## src/sv/corner_blend_poly_params_top_macros.svh

```systemverilog
// Assertion helpers shared by the RTL of this block.
`ifndef CORNER_BLEND_POLY_PARAMS_TOP_MACROS_SVH
`define CORNER_BLEND_POLY_PARAMS_TOP_MACROS_SVH

// Same-cycle implication, checked outside reset.
`define CBP_ASSERT_IMP(lbl, ante, cons, msg) \
    lbl: assert property (@(posedge i_clk) disable iff (!i_rst_n) (ante) |-> (cons)) \
        else $error(msg);

// Next-cycle implication, checked outside reset.
`define CBP_ASSERT_NXT(lbl, ante, cons, msg) \
    lbl: assert property (@(posedge i_clk) disable iff (!i_rst_n) (ante) |=> (cons)) \
        else $error(msg);

`endif

```

## src/sv/cbp_pkg.sv

```systemverilog
package cbp_pkg;

    localparam int ANGLE_FRAC_BITS_DEF = 14;
    localparam int LIMIT_W = 14;
    localparam logic [LIMIT_W-1:0] LIMIT_RESET = 14'd15000;

    localparam int ACC_W = 48;
    localparam int DEN_W = 47;
    localparam int REM_W = 71;
    localparam int Q_W   = 24;
    localparam int Q_STEPS = 24;
    localparam int H_STEPS = 7;

    localparam logic [1:0] SEG_LOW  = 2'd0;
    localparam logic [1:0] SEG_MID  = 2'd1;
    localparam logic [1:0] SEG_HIGH = 2'd2;

    localparam longint PI_Q30 = 64'd3373259426;
    localparam longint QDIV  = 64'd244140625;
    localparam longint QHALF = 64'd122070312;

    // Coefficients, x^0 first, in units of 1e-12.
    localparam longint KAP_M [8] = '{
        64'sd19791009, 64'sd666134186143, -64'sd330013481080, 64'sd130071104529,
        -64'sd42987380432, 64'sd10273903175, -64'sd1522015513, 64'sd100855961};
    localparam longint RAT0_M [8] = '{
        -64'sd752367608, 64'sd523633893607, -64'sd164560672882, 64'sd503431183942,
        -64'sd637330133243, 64'sd465475599379, -64'sd169033404870, 64'sd25479845982};
    localparam longint RAT1_M [8] = '{
        -64'sd2493089191385800, 64'sd3694113440247224, -64'sd1700347556167821,
        64'sd111110694933941, 64'sd47416625814636, 64'sd42597583124449,
        -64'sd23087564508283, 64'sd2910392915910};
    localparam longint RAT2_M [8] = '{
        64'sd2351940190204991, -64'sd920910753720125, -64'sd60322192105473,
        64'sd74733564882615, -64'sd24719347865370, 64'sd9589895635243,
        -64'sd2531916277231, 64'sd240599889194};

    typedef struct packed {
        logic [15:0]              x;
        logic [1:0]               seg;
        logic signed [ACC_W-1:0]  acc_k;
        logic signed [ACC_W-1:0]  acc_r;
    } t_hstage;

    typedef struct packed {
        logic [15:0]       kappa;
        logic [1:0]        seg;
        logic              byp;
        logic              bad;
        logic [REM_W-1:0]  rem;
        logic [DEN_W-1:0]  den;
        logic [Q_W-1:0]    q;
    } t_dstage;

    function automatic longint posq(input longint m);
        longint r;
        r = (m / QDIV) * 64'sd1048576 + ((m % QDIV) * 64'sd1048576 + QHALF) / QDIV;
        return r;
    endfunction

    // Q32 coefficient from a value in units of 1e-12.
    function automatic logic signed [ACC_W-1:0] coef48(input longint m);
        longint r;
        r = (m < 0) ? -posq(-m) : posq(m);
        return ACC_W'(r);
    endfunction

    function automatic logic signed [ACC_W-1:0] sat48(input logic signed [65:0] v);
        logic signed [65:0] hi;
        logic signed [65:0] lo;
        hi = 66'sd140737488355327;
        lo = -66'sd140737488355328;
        if (v > hi) begin
            return hi[ACC_W-1:0];
        end else if (v < lo) begin
            return lo[ACC_W-1:0];
        end
        return v[ACC_W-1:0];
    endfunction

endpackage

```

## src/sv/cbp_div_cell.sv

```systemverilog
module cbp_div_cell #(
    parameter int BIT = 0
) (
    input  logic             i_clk,
    input  logic             i_rst_n,
    input  logic             i_en,
    input  logic             i_valid,
    input  cbp_pkg::t_dstage i_data,
    output logic             o_valid,
    output cbp_pkg::t_dstage o_data
);

    logic              r_valid;
    cbp_pkg::t_dstage  r_data;
    cbp_pkg::t_dstage  n_data;
    logic [cbp_pkg::REM_W-1:0] w_dsh;

    assign w_dsh = cbp_pkg::REM_W'(i_data.den) << BIT;

    always_comb begin
        n_data = i_data;
        // restoring step: take one quotient bit
        if (!i_data.byp && (i_data.rem >= w_dsh)) begin
            n_data.rem    = i_data.rem - w_dsh;
            n_data.q[BIT] = 1'b1;
        end
    end

    always_ff @(posedge i_clk) begin
        if (!i_rst_n) begin
            r_valid <= 1'b0;
        end else if (i_en) begin
            r_valid <= i_valid;
        end
        if (i_en) begin
            r_data <= n_data;
        end
    end

    assign o_valid = r_valid;
    assign o_data  = r_data;

endmodule

```

## config.mk

```make
export PLATFORM = sky130hd
export DESIGN_NAME = cbp_div_cell
export DESIGN_NICKNAME = d
export VERILOG_FILES = /design/src/sv/corner_blend_poly_params_top_macros.svh /design/src/sv/cbp_pkg.sv /design/src/sv/cbp_div_cell.sv
export SDC_FILE = /design/constraint.sdc
export NUM_CORES = 1
export LEC_CHECK = 0
export BUFFER_PORTS_ARGS = -buffer_cell sky130_fd_sc_hd__buf_2
export CORE_ASPECT_RATIO = 1.2
export CORE_MARGIN = 1
export CORE_UTILIZATION = 40
export DETAILED_ROUTE_END_ITERATION = 8
export PLACE_DENSITY = 0.66
export SYNTH_ARGS = -nofsm -noshare
export SYNTH_HDL_FRONTEND = slang
export SYNTH_SLANG_ARGS = --single-unit
```

## constraint.sdc

```tcl
create_clock -name i_clk -period 4.16 [get_ports i_clk]
set_clock_uncertainty 0.05 [all_clocks]
set_input_delay 0.624 -clock i_clk [delete_from_list [all_inputs] [get_ports i_clk]]
set_output_delay 0.624 -clock i_clk [all_outputs]
set_load 0.01 [all_outputs]
```

; ---- Word-level counts from Yosys, hierarchy flattened
; Index checks and enable logic that the tools add are counted.
[totals]
regBits = 163
latchBits = 0
ram_bits = 0
romBits = 0
inputBits = 166
out_inout_bits = 163
mem_count = 0
[op_classes]
add_sub_neg = 1
mul = 0
div = 0
magnitude_cmp = 1
eq_ne = 0
shifts = 0
n_mux = 1
n_bitwise = 0
n_reduce_logical = 2
[ops]
columns = op, count
row1 = >= comparator 71 x 47 -> 1 bit, 1
row2 = 2-to-1 mux 71 bit, 1
row3 = subtractor 71 x 47 -> 71 bit, 1
row4 = logical AND 1 bit, 1
row5 = zero test 1 bit, 1

; ---- Longest topological paths before layout
; Gate-level depths: netlist (run 1).
[logic_depth]
ltp_word = 3
mapped_depth = 15
ltp_nobuf = 13

; ---- Least setup slack after synthesis (run 1)
; Ideal clock, no wire load.
[synth_path]
path_kind = input -> register
from = in i_data[71] (netlist bit)
to = reg r_data, in the netlist o_data[137] (data pin)
setup_ns = 0.258
t_arrival_ns = 3.229
setup_slack_ns = 0.623
cell_stages = 13
n_path_buf = 0
path_cell_list = inv_1 ha_1 inv_1 fa_1 a21o_1 a221oi_2 o22ai_1 or3_1 a31oi_1 o31ai_1 nor3_2 nand4b_1 xnor2_1
[synth_lines]
columns = item, line_no
row1 = "start, declared", cbp_div_cell.sv:8  ; input cbp_pkg::t_dstage i_data,
row2 = "end signal, assigned", cbp_div_cell.sv:36  ; r_data <= n_data;
row3 = "end, declared", cbp_div_cell.sv:14  ; cbp_pkg::t_dstage r_data;

==> run_results.csv, run 1 <==
group,metric,value,unit
status,status,"finished clean",
worst_setup_path,critPathMaxFanout,3,
grt,grt_first_pass_wirelength,40.85,mm
worst_setup_path,startpoint_type,"primary input",
timing,timing.final.crit_period,3.658,ns
routing,num_vias,7826,
grt,grt_pass1_vias,7801,
cts,cts_buffers,17,
routing,viasPerCell,5.145,
grt,grtUsageTotal,22.35,%
die,die_w,140.9,um
die,initial_core_util,40.99,%
synth,synth.distinct_cells,70,
cts,cts-root-buf,"clkbuf_16",
synth,synthAdderAreaFrac,6.566,%
timing,tightest_slew,0.9828,ns
placement,portBuffers,328,
cts,cts_tree,"done",
timing,final_hold_viol_count,0,
routing,first_pass_iters,5,
timing,slew_violations,0,
grt,grt_max_degree,98,
synth,synth_top_family_by_area,"compound AO/OA/AOI/OAI gates",
worst_hold_path,min_path_type,"primary input to flip-flop",
timing,tns,0,ns
pwr,power_density,393.8,nW/um2
cts,cts_buffer_depth,2,
synth,ys_seq_elements,163,
cells_and_area,fin_nets,1413,
pwr,seqPwrFrac,43.0,%
synth,synth_mux_area_share,0.1081,%
worst_setup_path,critPathMaxStageDelay,0.40,ns
synth,synthTopCellsByArea,"edfxtp_1, ha_1, xnor2_1",
pwr,ir_drop,0.2793,mV
die,rows,60,
routing,drc,0,
cells_and_area,final_common_cell,"buf_2",
synth,synth_edf_count,162,
cells_and_area,area_growth,28.99,%
cts,postCtsHoldBufs,0,
synth,synth_area_leader_cell,"edfxtp_1",
pwr,p_int,3.364,mW
synth,yosys.area_share.simple,13.63,%
synth,synth_nets,1077,
pwr,switching_share,28.48,%
cells_and_area,diodes,0,
synth,yosysWarnings,0,
pwr,p_leak,5.170,nW
die,io-pin-count,329,
cts,cts.sinks,163,
placement,gp_congestion,0.8925,
die,dieArea,23770,um2
worst_setup_path,arrival,3.80,ns
synth,synth-main-ff-cell,"edfxtp_1",
worst_setup_path,cp.required,4.30,ns
timing,period_share,87.94,%
synth,postSynthAreaPerCell,10.73,um2
routing,postRouteAntennaNets,0,
grt,antenna_found_initial,1,
worst_setup_path,cp-end-kind,"flip-flop",
die,core-area,22600,um2
timing,slew_headroom,34.48,%
placement,dp_hpwl,20.83,mm
grt,grt_overflow,0,
die,die_h,168.7,um
pwr,p_clk_share,35.6,%
synth,yosysSeqAreaShare,52.74,%
pwr,finalPower,4.704,mW
cells_and_area,drive_gt1_share,33.61,%
cells_and_area,final_cell_mix,"buf_2, edfxtp_1, nand2_1",
pwr,pwr-share-comb,21.3,%
cts,worstSkewPairLatency,0.43,ns
routing,avgRoutedWirePerCell,17.35,um
cts,cts_htree_levels,4,
worst_setup_path,crit_type,"primary input to flip-flop",
synth,syn-cell-area,9261,um2
cts,clk_pin_slew,0.07,ns
worst_setup_path,crit_chain,"buf_2, inv_1, ha_1, inv_1, fa_1, a21o_1, a221oi_2, o22ai_1, or2_2, a21oi_1, o21ai_0, a22oi_1, nand4_1, xnor2_1",
timing,rsz0062_at_grt,"false",
worst_setup_path,path_common_cell,"inv_1",
cts,postCtsSetupBuffers,0,
cts,cts_resized,0,
routing,drt-total-wl,26.39,mm
timing,setup_viol,0,
worst_setup_path,cpMaxStageDelayCell,"fa_1",
synth,synthCells,863,
routing,drt_first_iter_violations,479,
cells_and_area,fill_cells,2067,
synth,synth_top_area_share,52.53,%
synth,synthXorXnorAreaFrac,6.431,%
run,max-cap-violations,0,
pwr,power_switching,1.340,mW
synth,synth_compound_area_share,15.56,%
synth,async_flop_share,0,%
timing,fmax,0.2734,GHz
layer usage:
metal	global-route usage [%]	vias to the layer above	wire (um)	share of wire (%)
met1	27.06	3604	10700	41
li1	-	3869	-	-
met5	0	-	10	0.038
met2	39.69	316	13360	51
met3	3.904	35	1787	6.8
met4	8.081	2	537	2.0
state kept, by name (all words and copies together) (netlist names):
signal and count:
o_valid 1, o_data 162
cell usage after synthesis, types with 2 or more instances:
library cell,count
and3_1,7
o31ai_1,5
a31oi_1,6
buf_2,20
o21a_1,9
and4_1,3
o21bai_1,13
o211ai_1,5
clkbuf_1,14
nand2b_1,7
ha_1,47
a21o_1,22
o21ai_0,49
nand2_1,87
nand3_1,13
inv_1,62
buf_6,5
nor2b_1,6
a21oi_1,62
o2111ai_1,2
edfxtp_1,162
nor2_1,36
nor3b_1,3
nand3b_1,2
o21ai_2,2
nor4_1,8
or3_1,7
a21boi_0,6
nor3_1,14
xnor2_1,43
or4_1,8
or2_2,4
a211oi_1,3
nand4_1,31
o21ai_1,27
clkbuf_2,2
o41ai_1,2
xor2_1,25
o22ai_1,3
power groups by stage:
stage	Clock (mW)	Sequential [mW]	Combinational, mW
2_1_floorplan	0	2.15	0.472
3_3_place_gp	0	2.06	0.995
3_5_place_dp	0	2.06	1.00
4_1_cts	1.71	2.03	1.01
5_1_grt	1.76	2.04	1.10
6_report	1.68	2.02	1.00
cell type report:
cell class | instances | area [um2] | area share (%)
Sequential cell | 163 | 4885 | 40.89
Multi-Input combinational cell | 596 | 3919 | 32.80
Timing Repair Buffer | 359 | 1906 | 15.95
Clock buffer | 17 | 425.4 | 3.561
Tap cell | 310 | 387.9 | 3.247
Inverter | 62 | 232.7 | 1.948
Clock inverter | 14 | 191.4 | 1.602
stage by stage:
stage | util, % | hold WS, ns | instance area, um2 | std cells | worst slack, ns
after floorplan | - | 0.4883 | 9261 | 863 | 0.6230
after global placement | 50.14 | 0.4406 | 11330 | 1490 | 0.05854
after detailed placement | 50.14 | 0.4778 | 11330 | 1490 | 0.05780
after CTS | 52.87 | 0.2972 | 11950 | 1521 | 0.5134
after global routing | 52.87 | 0.2976 | 11950 | 1521 | 0.3385
final | 52.87 | 0.3126 | 11950 | 1521 | 0.5017
logic make-up (layout without fill, tap and decap cells):
kind of cell,count (synthesis),count (layout)
mux,1,1
simple gates,246,246
compound gates,233,233
buf+inv,104,452
fa+ha+maj,48,48
xor+xnor,68,68
flops,163,163
worst max-delay path, delay by kind of cell:
kind | cells | cell delay, ns
compound gates | 6 | 1.58
xor+xnor | 1 | 0.17
simple gates | 2 | 0.59
fa+ha+maj | 2 | 0.62
buf+inv | 3 | 0.23
path summary, 6_finish.rpt:
check | start | end | slack (ns) | cells past startpoint
worst max-delay path | i_data[71] | o_data[127]$_DFFE_PP_ | 0.50 | 14
worst min-delay path | i_data[154] | o_data[154]$_DFFE_PP_ | 0.31 | 1
worst max register to register | o_valid$_SDFFE_PN0P_ | o_valid$_SDFFE_PN0P_ | 3.51 | 2
worst min register to register | o_valid$_SDFFE_PN0P_ | o_valid$_SDFFE_PN0P_ | 0.49 | 2
Note: power is estimated with default switching activity, not from simulation.
==> run 2, diff against run 1 <==
--- a/config.mk
+++ b/config.mk
@@ -8,9 +8,9 @@
 export BUFFER_PORTS_ARGS = -buffer_cell sky130_fd_sc_hd__buf_2
 export CORE_ASPECT_RATIO = 1.2
 export CORE_MARGIN = 1
-export CORE_UTILIZATION = 40
+export CORE_UTILIZATION = 55
 export DETAILED_ROUTE_END_ITERATION = 8
-export PLACE_DENSITY = 0.66
+export PLACE_DENSITY = 0.87
 export SYNTH_ARGS = -nofsm -noshare
 export SYNTH_HDL_FRONTEND = slang
 export SYNTH_SLANG_ARGS = --single-unit
==> constraint.sdc (replaced) <==
create_clock -name i_clk -period 4.4 [get_ports i_clk]
set_clock_uncertainty 0.05 [all_clocks]
set_input_delay 0.66 -clock i_clk [delete_from_list [all_inputs] [get_ports i_clk]]
set_output_delay 0.66 -clock i_clk [all_outputs]
set_load 0.01 [all_outputs]
==> run_results.csv, run 2 (synthesis results as in run 1) <==
group,metric,value,unit
status,status,"finished clean",
worst_setup_path,critPathMaxFanout,4,
pwr,p_int,3.101,mW
grt,grtUsageTotal,30.02,%
placement,gp_congestion,0.9128,
pwr,power_switching,1.255,mW
grt,grt_overflow,0,
timing,tns,0,ns
cts,cts_buffer_depth,2,
cells_and_area,largest_reg_flops,162,
timing,slew_violations,0,
routing,avgRoutedWirePerCell,18.51,um
grt,grt_first_pass_wirelength,39.68,mm
run,max-cap-violations,0,
grt,grt_pass1_vias,7698,
timing,timing.final.crit_period,3.949,ns
routing,first_pass_iters,5,
pwr,seqPwrFrac,44.0,%
routing,drc,0,
cells_and_area,finalCoreUtilization,71.34,%
die,dieArea,17360,um2
cts,cts_resized,0,
routing,num_vias,8060,
timing,rsz0062_at_grt,"false",
cts,worstSkewPairLatency,0.43,ns
worst_setup_path,crit_type,"primary input to flip-flop",
worst_setup_path,arrival,4.08,ns
die,rows,51,
cts,cts_tree,"done",
pwr,ir_drop,0.2229,mV
cells_and_area,area_growth,25.83,%
pwr,p_clk_share,34.6,%
cts,cts.sinks,163,
timing,setup_viol,0,
die,initial_core_util,56.69,%
routing,drt_first_iter_violations,646,
cts,clk_pin_slew,0.07,ns
routing,drt-total-wl,26.03,mm
worst_setup_path,rr_worst_depth,2,
die,core-area,16340,um2
cells_and_area,final_cell_mix,"buf_2, edfxtp_1, nand2_1",
cts,cts-root-buf,"clkbuf_16",
cells_and_area,fin_nets,1395,
worst_setup_path,cp-end-kind,"flip-flop",
die,die_w,120.5,um
cts,cts_buffers,17,
die,die_h,144.2,um
worst_hold_path,whs_path_depth,1,
pwr,switching_share,28.81,%
grt,antenna_found_initial,0,
worst_setup_path,cp.required,4.53,ns
cells_and_area,diodes,0,
timing,tightest_slew,1.108,ns
timing,period_share,89.76,%
placement,dp_hpwl,20.01,mm
pwr,p_leak,5.055,nW
worst_setup_path,startpoint_type,"primary input",
cells_and_area,final_common_cell,"buf_2",
cts,postCtsHoldBufs,0,
worst_hold_path,min_path_type,"primary input to flip-flop",
routing,viasPerCell,5.733,
timing,slew_headroom,26.12,%
grt,grt_max_degree,110,
placement,portBuffers,328,
timing,final_hold_viol_count,0,
pwr,pwr-share-comb,21.4,%
cts,cts_htree_levels,4,
routing,postRouteAntennaNets,0,
cts,postCtsSetupBuffers,0,
pwr,power_density,373.8,nW/um2
cells_and_area,drive_gt1_share,32.58,%
timing,fmax,0.2532,GHz
die,io-pin-count,329,
## run 2: changes by cell type in the layout (fill, tap and decap cells not counted)
cell,before,now
buf_12,2,1
clkinvlp_4,1,4
clkinv_2,1,0
buf_4,29,12
inv_8,4,2
bufinv_16,3,2
inv_6,4,5
clkinv_1,0,1
## run 2: area by class of cell
type	count	area, um2
clock buffer	17	425.4
clock inverter	15	168.9
fill	1258	4682
inverter	62	232.7
multi-input combinational	596	3919
sequential	163	4885
tap	212	265.3
timing repair buffer	341	1758
## run 2: power groups by stage
stage	clock network (mW)	logic, mW	registers [mW]
5_1_grt	1.59	1.01	1.93
6_report	1.51	0.932	1.92
3_3_place_gp	0	0.900	1.94
2_1_floorplan	0	0.447	2.03
3_5_place_dp	0	0.916	1.95
4_1_cts	1.53	0.924	1.92
## run 2: per-stage QoR
stage          instances  total power [mW]  setup WS [ns]  cell area (um2)  hold WS [ns]
2_1_floorplan        863             2.476         0.8270             9261        0.4883
3_3_place_gp        1374             2.844         0.2390            11060        0.4401
6_report            1406             4.356         0.4507            11650        0.3552
4_1_cts             1406             4.366         0.4553            11650        0.3432
3_5_place_dp        1374             2.864        0.07084            11060        0.4660
5_1_grt             1406             4.530         0.2422            11650        0.3336
## run 2: final timing paths
kind                        start                     to  slack (ns)
max                    i_data[71]  o_data[137]$_DFFE_PP_        0.45
min                     i_data[4]    o_data[4]$_DFFE_PP_        0.36
max reg2reg  o_valid$_SDFFE_PN0P_   o_valid$_SDFFE_PN0P_        3.75
min reg2reg  o_valid$_SDFFE_PN0P_   o_valid$_SDFFE_PN0P_        0.48
## run 2: metal layers
metal | vias to the layer above | GRT usage (%) | part of all wire, %
li1 | 3832 | - | -
met1 | 3785 | 35.37 | 38
met2 | 394 | 53.48 | 52
met3 | 49 | 6.270 | 7.8
met4 | 0 | 11.89 | 2.5
met5 | - | 0 | 0
## run 2: critical path, stage by stage
cell and delay, ns:
buf_2 0.11, inv_1 0.05, ha_1 0.21, inv_1 0.08, fa_1 0.42, a21o_1 0.23, a221oi_2 0.37, o22ai_1 0.20
or3_1 0.43, a31oi_1 0.41, o31ai_1 0.23, nor3_2 0.36, nand4b_1 0.16, xnor2_1 0.15
==> run 3, diff against run 2 <==
--- a/config.mk
+++ b/config.mk
@@ -5,12 +5,13 @@
 export SDC_FILE = /design/constraint.sdc
 export NUM_CORES = 1
 export LEC_CHECK = 0
+export ABC_AREA = 1
 export BUFFER_PORTS_ARGS = -buffer_cell sky130_fd_sc_hd__buf_2
 export CORE_ASPECT_RATIO = 1.2
 export CORE_MARGIN = 1
-export CORE_UTILIZATION = 55
+export CORE_UTILIZATION = 58
 export DETAILED_ROUTE_END_ITERATION = 8
-export PLACE_DENSITY = 0.87
+export PLACE_DENSITY = 0.88
 export SYNTH_ARGS = -nofsm -noshare
 export SYNTH_HDL_FRONTEND = slang
 export SYNTH_SLANG_ARGS = --single-unit
==> constraint.sdc (replaced) <==
create_clock -name i_clk -period 4.4 [get_ports i_clk]
set_clock_uncertainty 0.05 [all_clocks]
set_input_delay 0.66 -clock i_clk [delete_from_list [all_inputs] [get_ports i_clk]]
set_output_delay 0.66 -clock i_clk [all_outputs]
set_load 0.02 [all_outputs]
==> run_results.csv, run 3 <==
group,metric,value,unit
status,status,"finished clean",
grt,grt_overflow,0,
synth,synthTopCellsByCount,"nand2_1, inv_1, edfxtp_1, nor2_1, nand3_1",
cells_and_area,stdcell_area,13850,um2
cells_and_area,finalCoreUtilization,72.67,%
synth,yosysWarnings,0,
placement,dp_hpwl,32.84,mm
routing,viasPerCell,5.626,
cells_and_area,fin_cells,2147,
die,core-area,19060,um2
synth,async_flop_share,0,%
timing,slew_headroom,44.03,%
cells_and_area,multi_input_area,5298,um2
timing,rsz0062_at_grt,"false",
placement,place_inst,2111,
pwr,finalPower,4.775,mW
grt,grtUsageMet2,70.46,%
worst_setup_path,startpoint_type,"primary input",
grt,grt_pass1_vias,11700,
cells_and_area,largest_reg_flops,162,
die,initial_core_util,59.80,%
timing,setup_slack,0.9049,ns
timing,slew_violations,0,
grt,grt_first_pass_wirelength,63.58,mm
synth,synth_nets,1755,
cells_and_area,area_growth,21.54,%
pwr,power_density,344.7,nW/um2
worst_setup_path,r2r-end,"o_valid$_SDFFE_PN0P_",
die,die_h,155.6,um
die,dieArea,20220,um2
cts,cts_htree_levels,4,
cells_and_area,drive_gt1_share,22.10,%
placement,pre_cts_ws,0.7304,ns
worst_setup_path,cp-end-kind,"flip-flop",
synth,yosysMostFrequentCell,"nand2_1",
pwr,seqPwrFrac,40.4,%
timing,timing.final.crit_period,3.495,ns
worst_setup_path,cp.required,4.65,ns
pwr,p_leak,7.193,nW
cts,cts_buffer_depth,2,
cts,worstSkewPairLatency,0.46,ns
cts,postCtsHoldBufs,0,
pwr,switching_share,36.20,%
synth,synth_edf_count,162,
routing,drt_first_iter_violations,1371,
cts,cts.sinks,163,
grt,grt.busiest_layer,"met2",
timing,tightest_slew,0.8308,ns
worst_setup_path,crit_type,"primary input to flip-flop",
routing,first_pass_iters,8,
timing,period_share,79.43,%
routing,avgRoutedWirePerCell,19.89,um
cells_and_area,final_common_cell,"nand2_1",
worst_setup_path,rrSetupSlack,3.57,ns
worst_setup_path,rr_worst_depth,2,
timing,tns,0,ns
run,max-cap-violations,0,
cts,postCtsSetupBuffers,0,
routing,drt-total-wl,42.70,mm
grt,met1_usage,48.59,%
worst_setup_path,arrival,3.74,ns
worst_setup_path,critPathMaxFanout,100,
die,io-pin-count,329,
cells_and_area,fill_cells,1480,
synth,syn-cell-area,11400,um2
synth,synth-main-ff-cell,"edfxtp_1",
die,die_w,130.0,um
cts,cts_resized,0,
pwr,p_clk_share,32.2,%
synth,synthCells,1541,
timing,setup_viol,0,
synth,synth_area_leader_cell,"edfxtp_1",
worst_setup_path,reg2reg_from,"o_valid$_SDFFE_PN0P_",
synth,postSynthAreaPerCell,7.397,um2
synth,synth_top_area_share,42.68,%
grt,grtUsageTotal,43.29,%
grt,grtUsageMet3,12.52,%
routing,num_vias,12080,
pwr,power_switching,1.728,mW
synth,yosysSeqAreaShare,42.85,%
placement,dpl-instance-area,13250,um2
grt,antenna_found_initial,5,
pwr,p_int,3.047,mW
worst_hold_path,min_path_type,"primary input to flip-flop",
synth,synth.distinct_cells,33,
die,rows,55,
placement,gp_congestion,1.043,
cts,cts_buffers,17,
cts,cts_tree,"done",
pwr,pwr-share-comb,27.4,%
pwr,ir_drop,0.3039,mV
routing,drc,0,
cells_and_area,seq_area,4885,um2
routing,postRouteAntennaNets,0,
placement,portBuffers,328,
worst_setup_path,endpoint,"o_data[103]$_DFFE_PP_",
synth,ys_seq_elements,163,
timing,hold_slack,0.3174,ns
synth,synthTopCellsByArea,"edfxtp_1, nand2_1, inv_1",
timing,fmax,0.2861,GHz
timing,final_hold_viol_count,0,
cells_and_area,final_cell_mix,"nand2_1, buf_2, inv_1",
grt,grt_max_degree,110,
worst_setup_path,startpoint,"i_data[42]",
cells_and_area,fin_nets,2088,
cts,clk_pin_slew,0.08,ns
cts,cts-root-buf,"clkbuf_16",
run 3: cell count changes after synthesis, sizes merged, moves of 16 or more:
cell and delta:
inv +220, nand2 +506, clkbuf -16, xor2 -17, nand3 +66, o21ai -23, a21o -22, nor2 +106
run 3: worst min-delay path by stage:
| stage | startpoint | to | slack, ns | depth (start not counted) |
|---|---|---|---|---|
| 2_1_floorplan | o_valid$_SDFFE_PN0P_ | o_valid$_SDFFE_PN0P_ | 0.56 | 2 |
| 3_3_place_gp | o_valid$_SDFFE_PN0P_ | o_valid$_SDFFE_PN0P_ | 0.50 | 2 |
| 3_5_place_dp | o_valid$_SDFFE_PN0P_ | o_valid$_SDFFE_PN0P_ | 0.57 | 2 |
| 4_1_cts | i_data[11] | o_data[11]$_DFFE_PP_ | 0.33 | 1 |
| 5_1_grt | i_data[11] | o_data[11]$_DFFE_PP_ | 0.32 | 1 |
| 6_report | i_data[11] | o_data[11]$_DFFE_PP_ | 0.32 | 1 |
run 3: worst max-delay path, stage by stage:
cell	delay, ns
buf_2	0.11
inv_1	0.19
ha_1	0.37
nand2_1	0.19
inv_1	0.07
nand2_1	0.07
nand2_1	0.10
a21oi_1	0.33
nand3_2	0.30
nand2_2	0.15
nand2_4	0.07
nand2_4	0.07
nand2_4	0.12
nand2_4	0.11
buf_12	0.41
nand2_1	0.20
o21ai_2	0.12
run 3: cells by family after synthesis:
group | after synthesis | share of synthesized area [%]
xor+xnor | 39 | 2.997
simple gates | 868 | 31.24
flops | 163 | 42.85
fa+ha+maj | 48 | 5.335
buf+inv | 298 | 10.67
compound gates | 125 | 6.904
run 3: layer usage:
layer  share of wire [%]  wire length [um]
met1                  35             15110
met2                  47             19970
met3                  10              4418
met4                 7.5              3184
met5               0.028                12
run 3: layout make-up:
class | instances | share of cell area [%]
multi-input cells | 1080 | 38.24
diodes | 4 | 0.07225
clock buffers | 18 | 3.098
inverters | 282 | 7.641
well taps | 256 | 2.312
clock inverters | 14 | 1.192
flip-flops and latches | 163 | 35.26
repair buffers | 330 | 12.18
run 3: power by group through the flow:
stage | clock [mW] | combinational, mW | sequential (mW)
after global placement | 0 | 1.22 | 1.95
after detailed placement | 0 | 1.25 | 1.96
after global routing | 1.58 | 1.39 | 1.94
after CTS | 1.52 | 1.27 | 1.93
final | 1.54 | 1.31 | 1.93
after floorplan | 0 | 0.584 | 2.14
